$ cat src/design/uv_sphere_cell_vertex_generator_assert.svh
// assertion macros of the sphere vertex generator top level
`ifndef UV_SPHERE_CELL_VERTEX_GENERATOR_ASSERT_SVH
`define UV_SPHERE_CELL_VERTEX_GENERATOR_ASSERT_SVH

// same-cycle implication, checked outside reset
`define UVS_ASSERT_NOW(lbl, ante, cons, msg) \
	lbl: assert property (@(posedge clk) disable iff (!arst_n) (ante) |-> (cons)) else $error(msg);

// next-cycle implication, checked outside reset
`define UVS_ASSERT_NEXT(lbl, ante, cons, msg) \
	lbl: assert property (@(posedge clk) disable iff (!arst_n) (ante) |=> (cons)) else $error(msg);

`endif

$ cat src/design/uvs_pkg.sv
// shared constants and tables of the sphere vertex generator
package uvs_pkg;

	// default sizes
	localparam int MAX_SEGMENTS_DEF = 1024;
	localparam int SINE_DEPTH_DEF   = 1024;

	// field widths
	localparam int CFG_W      = 11;
	localparam int CFG_IDX_W  = 2;
	localparam int IDX_W      = 10;
	localparam int POS_W      = 16;
	localparam int TEX_W      = 17;
	localparam int CORNER_W   = 2;
	localparam int IN_TDATA_W  = 24;
	localparam int OUT_TDATA_W = 88;

	// register indexes and reset values
	localparam logic [CFG_IDX_W-1:0] REG_LON = 2'd0;
	localparam logic [CFG_IDX_W-1:0] REG_LAT = 2'd1;
	localparam logic [CFG_W-1:0] LON_RESET = 11'd180;
	localparam logic [CFG_W-1:0] LAT_RESET = 11'd360;

	// quarter sine table, Q30 magnitudes
	localparam int SINE_W = 31;
	localparam longint unsigned HALF_PI_Q30 = 64'd1686629713;
	localparam longint ONE_Q30 = 64'sd1073741824;
	localparam longint unsigned TAYLOR_DIV [8] = '{
		64'd6, 64'd20, 64'd42, 64'd72, 64'd110, 64'd156, 64'd210, 64'd272
	};

	// divider steps resolved per pipeline stage
	localparam int DIV_STEP = 4;

	// cell corners: offsets and emission order
	localparam logic CORNER_DI [4] = '{1'b0, 1'b1, 1'b0, 1'b1};
	localparam logic CORNER_DJ [4] = '{1'b0, 1'b0, 1'b1, 1'b1};
	localparam logic [CORNER_W-1:0] CORNER_SEQ [6] = '{2'd2, 2'd1, 2'd0, 2'd2, 2'd3, 2'd1};
	localparam logic [2:0] LAST_K = 3'd5;

endpackage

$ cat src/design/uvs_frac_div.sv
// pipelined restoring divider giving floor(num * 2^(QB-1) / den) for num <= den
module uvs_frac_div #(
	parameter int DW = 11,
	parameter int QB = 30
) (
	input  logic          clk,
	input  logic          en,
	input  logic [DW-1:0] num,
	input  logic [DW-1:0] den,
	output logic [QB-1:0] quo
);

	localparam int STEP = uvs_pkg::DIV_STEP;
	localparam int NST  = (QB + STEP - 1) / STEP;
	localparam int RW   = DW + 1;

	logic [RW-1:0] rem_in [NST];
	logic [QB-1:0] quo_in [NST];
	logic [RW-1:0] rem_q  [NST];
	logic [QB-1:0] quo_q  [NST];

	assign quo = quo_q[NST-1];

	for (genvar s = 0; s < NST; s++) begin : g_stage
		logic [RW-1:0] r_nx;
		logic [QB-1:0] q_nx;

		// stage input: operands or previous stage
		if (s == 0) begin : g_first
			assign rem_in[s] = {1'b0, num};
			assign quo_in[s] = '0;
		end else begin : g_next
			assign rem_in[s] = rem_q[s-1];
			assign quo_in[s] = quo_q[s-1];
		end

		// a few quotient bits, integer bit first
		always_comb begin
			r_nx = rem_in[s];
			q_nx = quo_in[s];
			for (int t = 0; t < STEP; t++) begin
				if (s * STEP + t < QB) begin
					if (s * STEP + t != 0) begin
						r_nx = r_nx << 1;
					end
					if (r_nx >= RW'(den)) begin
						r_nx = r_nx - RW'(den);
						q_nx = {q_nx[QB-2:0], 1'b1};
					end else begin
						q_nx = {q_nx[QB-2:0], 1'b0};
					end
				end
			end
		end

		always_ff @(posedge clk) begin
			if (en) begin
				rem_q[s] <= r_nx;
				quo_q[s] <= q_nx;
			end
		end
	end

endmodule

$ cat config.mk
export PLATFORM = sky130hd
export DESIGN_NAME = uvs_frac_div
export DESIGN_NICKNAME = d
export VERILOG_FILES = /design/src/design/uv_sphere_cell_vertex_generator_assert.svh /design/src/design/uvs_pkg.sv /design/src/design/uvs_frac_div.sv
export SDC_FILE = /design/constraint.sdc
export NUM_CORES = 1
export LEC_CHECK = 0
export BUFFER_PORTS_ARGS = -buffer_cell sky130_fd_sc_hd__buf_2
export CORE_MARGIN = 3
export CORE_UTILIZATION = 50
export DETAILED_ROUTE_END_ITERATION = 12
export PLACE_DENSITY = 0.74
export SKIP_LAST_GASP = 1
export SYNTH_ARGS = -nofsm -noshare
export SYNTH_HDL_FRONTEND = slang
export SYNTH_SLANG_ARGS = --single-unit
$ cat constraint.sdc
create_clock -name clk -period 20.1 [get_ports clk]
set_clock_uncertainty 0.2 [all_clocks]
set_input_delay 6.03 -clock clk [delete_from_list [all_inputs] [get_ports clk]]
set_output_delay 6.03 -clock clk [all_outputs]
set_load 0.01 [all_outputs]
==> reports/qor.json <==
{
  "yosys": {
    "yosys.cell_types.count": 87,
    "netlist.top_cell.by_area": "sky130_fd_sc_hd__edfxtp_1",
    "synthFlopType": "sky130_fd_sc_hd__edfxtp_1",
    "syn_nets": 2944,
    "synth-edff-count": 219,
    "syn_inst": 2603,
    "synth.area.top_cells": "sky130_fd_sc_hd__edfxtp_1 27%, sky130_fd_sc_hd__ha_1 16%, sky130_fd_sc_hd__mux2_2 8.0%",
    "ys_seq_elements": 219,
    "yosysWarnings": 0,
    "post_synth.cell_area_avg_um2": 9.216,
    "synthArstFlopShare_pct": 0,
    "syn_area_um2": 23990,
    "synth-seq-area-share_pct": 27.41,
    "synth_top_area_share_pct": 27.41
  },
  "critical_path": {
    "path_common_cell": "sky130_fd_sc_hd__a21oi_1",
    "crit_path_end_kind": "flip-flop",
    "crit_fanout": 30,
    "critPathArrivalTime_ns": 17.15,
    "element_type_at_the_critical_path_start": "primary input",
    "cp.required_ns": 20.21,
    "crit_path_top_delay_cell": "sky130_fd_sc_hd__or3_1",
    "critical_path.n_buffers_inverters": 4,
    "path_depth": 38,
    "rr_worst_depth": 36,
    "critical_path_class": "in -> reg",
    "slowest_cell_delay_on_critical_path_ns": 0.62,
    "critical-path-top-delay-family": "compound AO/OA/AOI/OAI gates"
  },
  "routing": {
    "detailedRoute.firstPassIterationCount": 6,
    "viasPerCell": 6.217,
    "drc_violations_left": 0,
    "postRouteAntennaNets": 0,
    "routed_wire_length_per_instance_um": 18.70,
    "dr.first_iter.drc_count": 1459,
    "wl_um": 61570,
    "via_count": 20466
  },
  "global_route": {
    "gr-usage-met3_pct": 2.579,
    "grt_start_max_net_pins": 110,
    "grt_remaining_overflow": 0,
    "grt_most_used_layer": "met2",
    "groute.layer.met2.usage_pct": 40.61,
    "global_route.usage.met1_pct": 30.85,
    "grt_antenna_before_repair": 0,
    "gr-usage-all-layers_pct": 23.74,
    "first_pass_grt_wire_length_um": 99280,
    "first_global_vias": 19807
  },
  "timing": {
    "slew_violations": 0,
    "timing.final.crit_period_ns": 17.04,
    "hold_viol_final": 0,
    "fin_crit_sh_pct": 84.76,
    "setup_tns_ns": 0,
    "fmax_ghz": 0.05869,
    "worstMarginPinSlew_ns": 1.236,
    "slew_headroom_pct": 17.61,
    "setup_violations": 0,
    "rsz_0062_raised_after_global_routing": "no",
    "timing.hold.ws_ns": 0.2133
  },
  "cells_and_area": {
    "fill_cells": 4087,
    "final_layout_size_suffix_gt1_share_pct": 13.22,
    "layout.nets": 3006,
    "syn2layout_area_growth_pct": 8.423,
    "n_antenna_cell": 0,
    "final_cell_area_um2": 26010,
    "finalCoreUtilization_pct": 55.40
  },
  "placement": {
    "detailed_place.area_um2": 25030,
    "detailedPlacementHpwl_um": 44740,
    "port_buffers": 53,
    "place_congestion": 0.9295
  },
  "clock_network": {
    "clock_buffers_created_by_tritoncts": 28,
    "cts_tree": "done",
    "insertion_delay_ns": 0.57,
    "clock_tree.root_cell": "sky130_fd_sc_hd__clkbuf_16",
    "clk_transition_reported_paths_ns": 0.06,
    "post_cts_hold_buffer_count": 0,
    "post-cts-setup-buffers": 0,
    "clock_path_buffers": 3,
    "cts.htree.levels": 1,
    "number_of_gates_resized_after_cts": 0,
    "cts_sinks": 219
  },
  "die": {
    "die-area_um2": 50650,
    "horizontal_die_dimension_um": 225.0,
    "die_height_um": 225.0,
    "num_rows": 79,
    "pin_count": 54,
    "initial_utilization_pct": 51.10,
    "core_region_area_um2": 46950
  },
  "min_path": {
    "min-delay-path-class": "reg -> reg",
    "hold_path_depth": 0
  },
  "job": {
    "cap_violations": 0
  },
  "outcome": {
    "run_status": "completed"
  }
}
[state kept, by name, indices dropped and copies added, names as in the netlist]
signal  flops
quo_q     142
rem_q      77
[metal layers]
metal  routed length [µm]  vias up  part of all wire, %
li1                     -    10005                    -
met1                27070     9683                   44
met2                28730      606                   47
met3                 3204      172                  5.2
met4                 2569        0                  4.2
met5                    0        -                    0
[synthesized netlist by cell type, types with 63 or more instances]
library cell	instances
sky130_fd_sc_hd__inv_1	127
sky130_fd_sc_hd__nand2_1	166
sky130_fd_sc_hd__nor2b_1	63
sky130_fd_sc_hd__xnor2_1	103
sky130_fd_sc_hd__o21ai_0	160
sky130_fd_sc_hd__edfxtp_1	219
sky130_fd_sc_hd__a21oi_1	142
sky130_fd_sc_hd__mux2_2	171
sky130_fd_sc_hd__xor2_1	72
sky130_fd_sc_hd__ha_1	308
sky130_fd_sc_hd__nor2_1	238
sky130_fd_sc_hd__o21a_1	63
[kinds of logic (layout without fill, tap and decap cells)]
group                    count (synthesis)  in the layout  synth area share [%]
multiplexers                           203            203                 9.570
buffers and inverters                  182            264                 3.025
AO/OA/AOI/OAI                          740            740                 21.15
AND/OR/NAND/NOR                        767            767                 15.64
XOR/XNOR                               175            175                 6.389
adder cells (fa/ha/maj)                317            317                 16.81
flip-flops                             219            219                 27.41
[metrics by stage]
| stage | instances | setup slack [ns] |
|---|---|---|
| floorplan | 2603 | 3.991 |
| global placement | 3242 | 2.782 |
| detailed placement | 3242 | 2.718 |
| CTS | 3292 | 3.235 |
| global route | 3292 | 2.427 |
| finish | 3292 | 3.063 |
[final cells by class]
type                       instances  area [µm²]  area share (%)
inverter                         133       501.7           1.929
clock inverter                    20       252.7          0.9717
sequential                       219        6576           25.28
tap                              607       759.5           2.920
clock buffer                      30       729.5           2.804
timing repair buffer              81       498.0           1.914
multi-input combinational       2202       16690           64.18
[path summary, 6_finish.rpt]
kind | from | end | slack (ns)
worst max-delay path | den[1] | rem_q[0][4] | 3.06
worst min-delay path | quo_q[0][99] | quo_q[1][13] | 0.21
worst max register to register | rem_q[5][1] | rem_q[6][10] | 9.15
worst min register to register | quo_q[0][99] | quo_q[1][13] | 0.21
[worst register-to-register path, delay by kind of cell (launching register included)]
| kind | cells | cell delay, ns |
|---|---|---|
| AOI/OAI and AO/OA | 18 | 4.44 |
| adders and majority gates | 4 | 1.34 |
| buffers and inverters | 5 | 0.92 |
| DFF | 1 | 0.43 |
| muxes | 4 | 1.97 |
| and+or+nand+nor | 5 | 1.41 |
[cell usage in the layout (no fill, tap or decap), drive strengths merged, types with 44 or more instances in the layout]
cell	count
a21oi	142
ha	308
nor2b	63
edfxtp	219
nand3	44
xor2	72
inv	131
a21o	59
nand2	166
o21ai	160
mux2	181
o21a	63
nor3	61
nor2	239
xnor2	103
buf	81
Power is left out: the tool's default activity adds up to more than one toggle a clock period on the data nets, which glitch-free logic cannot reach.
